### config.mk
export PLATFORM = sky130hd
export DESIGN_NAME = ppre_agen
export DESIGN_NICKNAME = d
export VERILOG_FILES = /design/src/sv/ppre_pkg.sv /design/src/sv/ppre_agen.sv
export SDC_FILE = /design/constraint.sdc
export NUM_CORES = 1
export LEC_CHECK = 0
export ABC_CLOCK_PERIOD_IN_PS = 10100
export BUFFER_PORTS_ARGS = -buffer_cell sky130_fd_sc_hd__buf_4
export CORE_MARGIN = 8
export CORE_UTILIZATION = 35
export CTS_CLUSTER_DIAMETER = 150
export DETAILED_ROUTE_END_ITERATION = 10
export GPL_TIMING_DRIVEN = 0
export PLACE_DENSITY = 0.52
export SLEW_MARGIN = 0
export SYNTH_ARGS = -nofsm -noshare
export SYNTH_HDL_FRONTEND = slang
export SYNTH_SLANG_ARGS = --single-unit
### constraint.sdc
create_clock -name clk -period 10.1 [get_ports clk]
set_input_delay 1.01 -clock clk [delete_from_list [all_inputs] [get_ports clk]]
set_output_delay 1.01 -clock clk [all_outputs]
set_load 0.02 [all_outputs]
### src/sv/ppre_pkg.sv
`default_nettype none
package ppre_pkg;

  localparam int unsigned PLANE_BYTES_DEF = 32768;
  localparam int unsigned NUM_PLANES      = 4;
  localparam int unsigned LW_W            = 11;
  localparam int unsigned BPL_W           = 8;
  localparam int unsigned X_W             = 10;
  localparam int unsigned Y_W             = 9;
  localparam int unsigned SUM_W           = 18;
  localparam int unsigned CFG_IDX_W       = 1;

  localparam logic [LW_W-1:0] LINE_WIDTH_RST = LW_W'(640);

  localparam logic [1:0] KIND_PIX_WR  = 2'd0;
  localparam logic [1:0] KIND_PIX_RD  = 2'd1;
  localparam logic [1:0] KIND_SPAN_WR = 2'd2;
  localparam logic [1:0] KIND_NONE    = 2'd3;

  localparam logic [CFG_IDX_W-1:0] REG_LINE_WIDTH = 1'b0;
  localparam logic [CFG_IDX_W-1:0] REG_RASTER_OP  = 1'b1;

  localparam logic [7:0] MASK_MSB = 8'b1000_0000;

  typedef enum logic [1:0] {
    ROP_SET = 2'd0,
    ROP_AND = 2'd1,
    ROP_OR  = 2'd2,
    ROP_XOR = 2'd3
  } rop_t;

  typedef enum logic [1:0] {
    ST_CLEAR,
    ST_IDLE,
    ST_READ,
    ST_WRITE
  } state_t;

  typedef struct packed {
    logic       re;
    logic       we;
    logic [7:0] mask;
    rop_t       op;
  } lane_ctl_t;

endpackage
`default_nettype wire

### src/sv/ppre_agen.sv
`default_nettype none
module ppre_agen #(
  parameter int unsigned PLANE_BYTES = ppre_pkg::PLANE_BYTES_DEF,
  parameter int unsigned AW          = $clog2(PLANE_BYTES)
) (
  input  wire logic                     clk,
  input  wire logic                     load,
  input  wire logic [ppre_pkg::X_W-1:0]  pos_x,
  input  wire logic [ppre_pkg::Y_W-1:0]  pos_y,
  input  wire logic [ppre_pkg::LW_W-1:0] line_width,
  output logic      [AW-1:0]            addr_r,
  output logic                          bad_r
);
  import ppre_pkg::*;

  logic [BPL_W-1:0] bpl;
  logic [BPL_W-1:0] col;
  logic [SUM_W-1:0] sum;
  logic             bad_nxt;

  always_comb begin
    bpl     = line_width[LW_W-1:3];
    col     = {1'b0, pos_x[X_W-1:3]};
    sum     = (SUM_W'(pos_y) * SUM_W'(bpl)) + SUM_W'(col);
    bad_nxt = (col >= bpl) || (sum >= SUM_W'(PLANE_BYTES));
  end

  always_ff @(posedge clk) begin
    if (load) begin
      addr_r <= sum[AW-1:0];
      bad_r  <= bad_nxt;
    end
  end

endmodule
`default_nettype wire

**After elaboration in Yosys (flattened, before gate mapping)**

Index checks and enable logic that the tools add are counted.

- Memories: 0
- Memory bits (read-only): 0
- Output and inout port bits: 16
- Latch bits: 0
- Register bits: 16
- RAM bits: 0

- Div/mod/pow operators: 0
- Reduce and logical (&&, ||, !) cells: 1
- Add/subtract/negate cells: 1
- Bitwise logic cells: 0
- Shifts and indexed selects: 0
- Eq/ne operators: 0
- $lt $le $gt $ge: 2
- Mux-type cells: 0
- Multipliers: 1

Operators with widths:

| cell | number |
|---|---|
| $add 17x7->18 | 1 |
| $ge 18x16->1 const B | 1 |
| $mul 9x8->17 | 1 |
| $ge 7x8->1 | 1 |
| $logic_or 1x1->1 | 1 |

**Depth between registers and ports, before layout**

- Depth after elaboration: 4
- Mapped depth: 18

**Least setup slack after synthesis**

Ideal clock, no wire load.

- Kind: input-to-reg
- Start: input line_width[7] (netlist name)
- End: register bad_r (data pin)
- Slack: 4.859 ns
- Arrival: 4.969 ns
- Cell stages on the path: 16
- Library setup time: 0.271 ns
- Data required time: 9.829 ns
- Cell sequence: clkbuf_1 > nand2_1 > fa_1 > inv_1 > fa_1 > fa_1 > inv_1 > fa_1 > inv_1 > ha_1 > a21oi_1 > o21a_1 > o31a_1 > o311a_1 > nor4_1 > nand4b_1

- Longest elaborated chain between the ends: 4

RTL lines:

| what | line | RTL |
|---|---|---|
| start, declared | ppre_agen.sv:10 | `input wire logic [ppre_pkg::LW_W-1:0] line_width,` |
| $mul 9x8->17 | ppre_agen.sv:24 | `sum = (SUM_W'(pos_y) * SUM_W'(bpl)) + SUM_W'(col);` |
| $add 17x7->18 | ppre_agen.sv:24 |  |
| $ge 18x16->1 | ppre_agen.sv:25 | `bad_nxt = (col >= bpl) \|\| (sum >= SUM_W'(PLANE_BYTES));` |
| $logic_or 1x1->1 * | ppre_agen.sv:25 |  |
| net bad_nxt | ppre_agen.sv:19 | `logic bad_nxt;` |
| end signal, assigned | ppre_agen.sv:31 | `bad_r <= bad_nxt;` |
| end, declared | ppre_agen.sv:12 | `output logic bad_r` |

The timed path passes the listed nets; every way through them passes the cells marked *.
A chain may end at the register's enable or synchronous reset.

**Worst setup path in the final report**

- Start: input line_width[10] (netlist name)
- End: register bad_r (data pin)

Same word-level chain as after synthesis.

==> summary.md <==
| Metric | Value |
|---|---|
| Worst path cell trace | `buf_4 -> clkbuf_1 -> nand2_1 -> fa_1 -> fa_1 -> fa_1 -> fa_1 -> inv_1 -> ha_1 -> nand2_1 -> o31a_1 -> o311a_1 -> nor4_1 -> nand4b_1` |
| Achievable frequency | `0.182 GHz` |
| Setup Fix Bufs, Post-CTS | `0` |
| GRT overflow | `0` |
| Worst hold stages | `2` |
| Synth Area in Compound Gates | `7.65%` |
| Period utilization | `54.3%` |
| Starting Density | `35.9%` |
| WL met1 | `3.29 mm` |
| Mux cell area share after synthesis | `0%` |
| Final Setup Violations | `0` |
| DP HPWL | `6.03 mm` |
| H-tree levels | `1` |
| Gr usage total | `11.4%` |
| Cell Area, Synth | `3310 sq um` |
| Wire per inst | `13.9 um` |
| Switching Fraction | `46.4%` |
| Final core occ | `40.8%` |
| Hold buffers post-CTS | `0` |
| Switching pwr | `0.343 mW` |
| Largest net degree at the start of global routing | `17` |
| Sequential area share after synthesis | `14.5%` |
| FF+latch count, synth | `16` |
| Gp weighted congestion | `0.782` |
| Area Overhead vs Synth | `13.5%` |
| Final instance area | `3750 sq um` |
| Synth Area in XOR/XNOR | `2.65%` |
| Cell-internal power | `0.395 mW` |
| Dpl cell area | `3710 sq um` |
| Pwr Density | `197 nW/um^2` |
| Worst Hold Margin | `1.06 ns` |
| Max-slew headroom | `63.9%` |
| Met2 Wirelength | `3.64 mm` |
| Via count | `2423` |
| Row count | `35` |
| Chip height | `113 um` |
| Commonest non-fill, non-tap cell in the layout | `inv_1` |
| Worst-path clk slew | `0.07 ns` |
| Die area | `12800 sq um` |
| Post-Syn Instances | `359` |
| Post-cts resize count | `0` |
| Least-Margin Pin Slew | `0.534 ns` |
| Top layer in use | `met4` |
| Startpoint Class | `input port` |
| Worst Hold Class | `in -> reg` |
| NumNets Final | `530` |
| Worst Setup End Kind | `register` |
| Antenna cells | `0` |
| Top-Level Pins | `48` |
| Metal3 WL | `119 um` |
| EDFF count, synth | `16` |
| Worst EP required | `10.09 ns` |
| DRT iter0 DRCs | `45` |
| First-pass GRT wire length | `11.9 mm` |
| Setup TNS Final | `0 ns` |
| Syn Area/Cell | `9.21 sq um` |
| Synth Area in Simple Gates | `15.7%` |
| Largest family of logic cells by synthesized area | `adder cells` |
| Comb pwr share | `74.7%` |
| CTS tree | `built` |
| Clock Tree Buf Depth | `2` |
| DRT Pass-1 Iters | `4` |
| CP Max Fanout | `10` |
| Syn nets | `490` |
| Predominant post-synthesis flop cell | `edfxtp_1` |
| Routed vias/inst | `4.76` |
| Data arrival, critical path | `5.48 ns` |
| Slew Viols, Final | `0` |
| RSZ-0062 raised after global routing | `false` |
| Critical Path Most Common Cell | `fa_1` |
| Core area | `9200 sq um` |
| Hold Violations, Final | `0` |
| VDD IR-drop max | `0.0692 mV` |
| Lkg Pwr | `1.97 nW` |
| Number of routed nets with antenna violations | `0` |
| Synth Area in Adders | `48.6%` |
| Layout cells sized above 1 | `10.1%` |
| Setup CP Type | `in -> reg` |
| Overall Power | `0.738 mW` |
| Status | `finished clean` |
| Crit path largest cell delay | `0.55 ns` |
| FF/Latch Area | `480 sq um` |
| TritonCTS Buffers | `3` |
| # fillers | `963` |
| Hold Startpoint | `pos_x[3]` |
| I/O Buffers | `35` |
| Sink Count | `16` |
| Vias in the first global route | `2554` |
| Crit path time final | `5.49 ns` |
| Die W | `113 um` |
| Post-synth ARST share | `0%` |
| # DRC | `0` |
| Netlist cell types | `34` |
| Slowest-stage cell, CP | `fa_1` |
| Max-Cap Viols | `0` |
| CTS Root Cell | `clkbuf_8` |
| Commonest non-fill, non-tap cells in the layout | `89 x inv_1, 50 x ha_1, 49 x fa_1` |
| Clock power frac | `6.9%` |
| Initial antenna violation count | `0` |
| Yosys warning total | `0` |
| Drt total wl | `7.09 mm` |
| Multi-input gate area | `2460 sq um` |
| Power share of the sequential group | `18.4%` |
| Hold path endpoint | `addr_r[0]` |
[Yosys cell counts, drive strengths merged (3+ instances only)]
cell type | number | area (sq um)
edfxtp | 16 | 480
xnor2 | 7 | 61.3
ha | 50 | 626
a21o | 5 | 37.5
fa | 49 | 981
nand3 | 5 | 25.0
nor2 | 5 | 18.8
a21oi | 10 | 50.1
o21ai | 4 | 20.0
inv | 89 | 334
xor2 | 3 | 26.3
and2 | 42 | 263
nand2 | 41 | 154
clkbuf | 7 | 26.3
[how the worst max path moves through the flow]
stage	start	end	slack (ns)	depth (start not counted)
3_5_place_dp	line_width[10]	bad_r	4.31	14
3_3_place_gp	line_width[10]	bad_r	4.30	14
5_1_grt	line_width[10]	bad_r	4.28	14
4_1_cts	line_width[10]	bad_r	4.56	14
2_1_floorplan	line_width[7]	bad_r	4.86	16
6_report	line_width[10]	bad_r	4.61	14
[power by group through the flow]
stage / combinational (mW) / sequential [mW] / clock [mW]
floorplan: 0.373 / 0.176 / 0
global placement: 0.554 / 0.138 / 0
detailed placement: 0.560 / 0.138 / 0
CTS: 0.565 / 0.137 / 0.0536
global route: 0.630 / 0.138 / 0.0567
finish: 0.551 / 0.136 / 0.0508
[state kept, by name, indices dropped and copies added, names as in the netlist]
name and flops:
bad_r 1, addr_r 15
[logic make-up after synthesis]
kind of cell / count (synthesis)
xor gates and xnor gates: 10
DFF: 16
and+or+nand+nor: 102
adders and majority gates: 99
buffers and inverters: 96
AOI/OAI and AO/OA: 36
[final cells by class]
class	count	share of cell area (%)
multi-input cells	247	65.7
flip-flops and latches	16	12.8
inverters	89	8.90
repair buffers	35	7.00
well taps	111	3.70
clock buffers	3	1.10
plain buffers	7	0.700
clock inverters	1	0.100
[stage by stage]
step	instances	setup WS, ns
floorplan	359	4.86
global placement	505	4.30
detailed placement	505	4.31
CTS	509	4.56
global route	509	4.28
finish	509	4.61
[metal layers]
layer | up-vias | track usage [%]
met5 | - | 0
met4 | 0 | 2.66
met1 | 1199 | 14.3
met2 | 21 | 20.5
li1 | 1201 | -
met3 | 2 | 1.12
[worst max-delay path, delay by kind of cell]
family,cells,cell delay (ns)
adder cells (fa/ha/maj),5,2.55
AO/OA/AOI/OAI,2,0.76
buffers and inverters,3,0.51
AND/OR/NAND/NOR,4,0.64
Power figures use the tool's default switching activity.
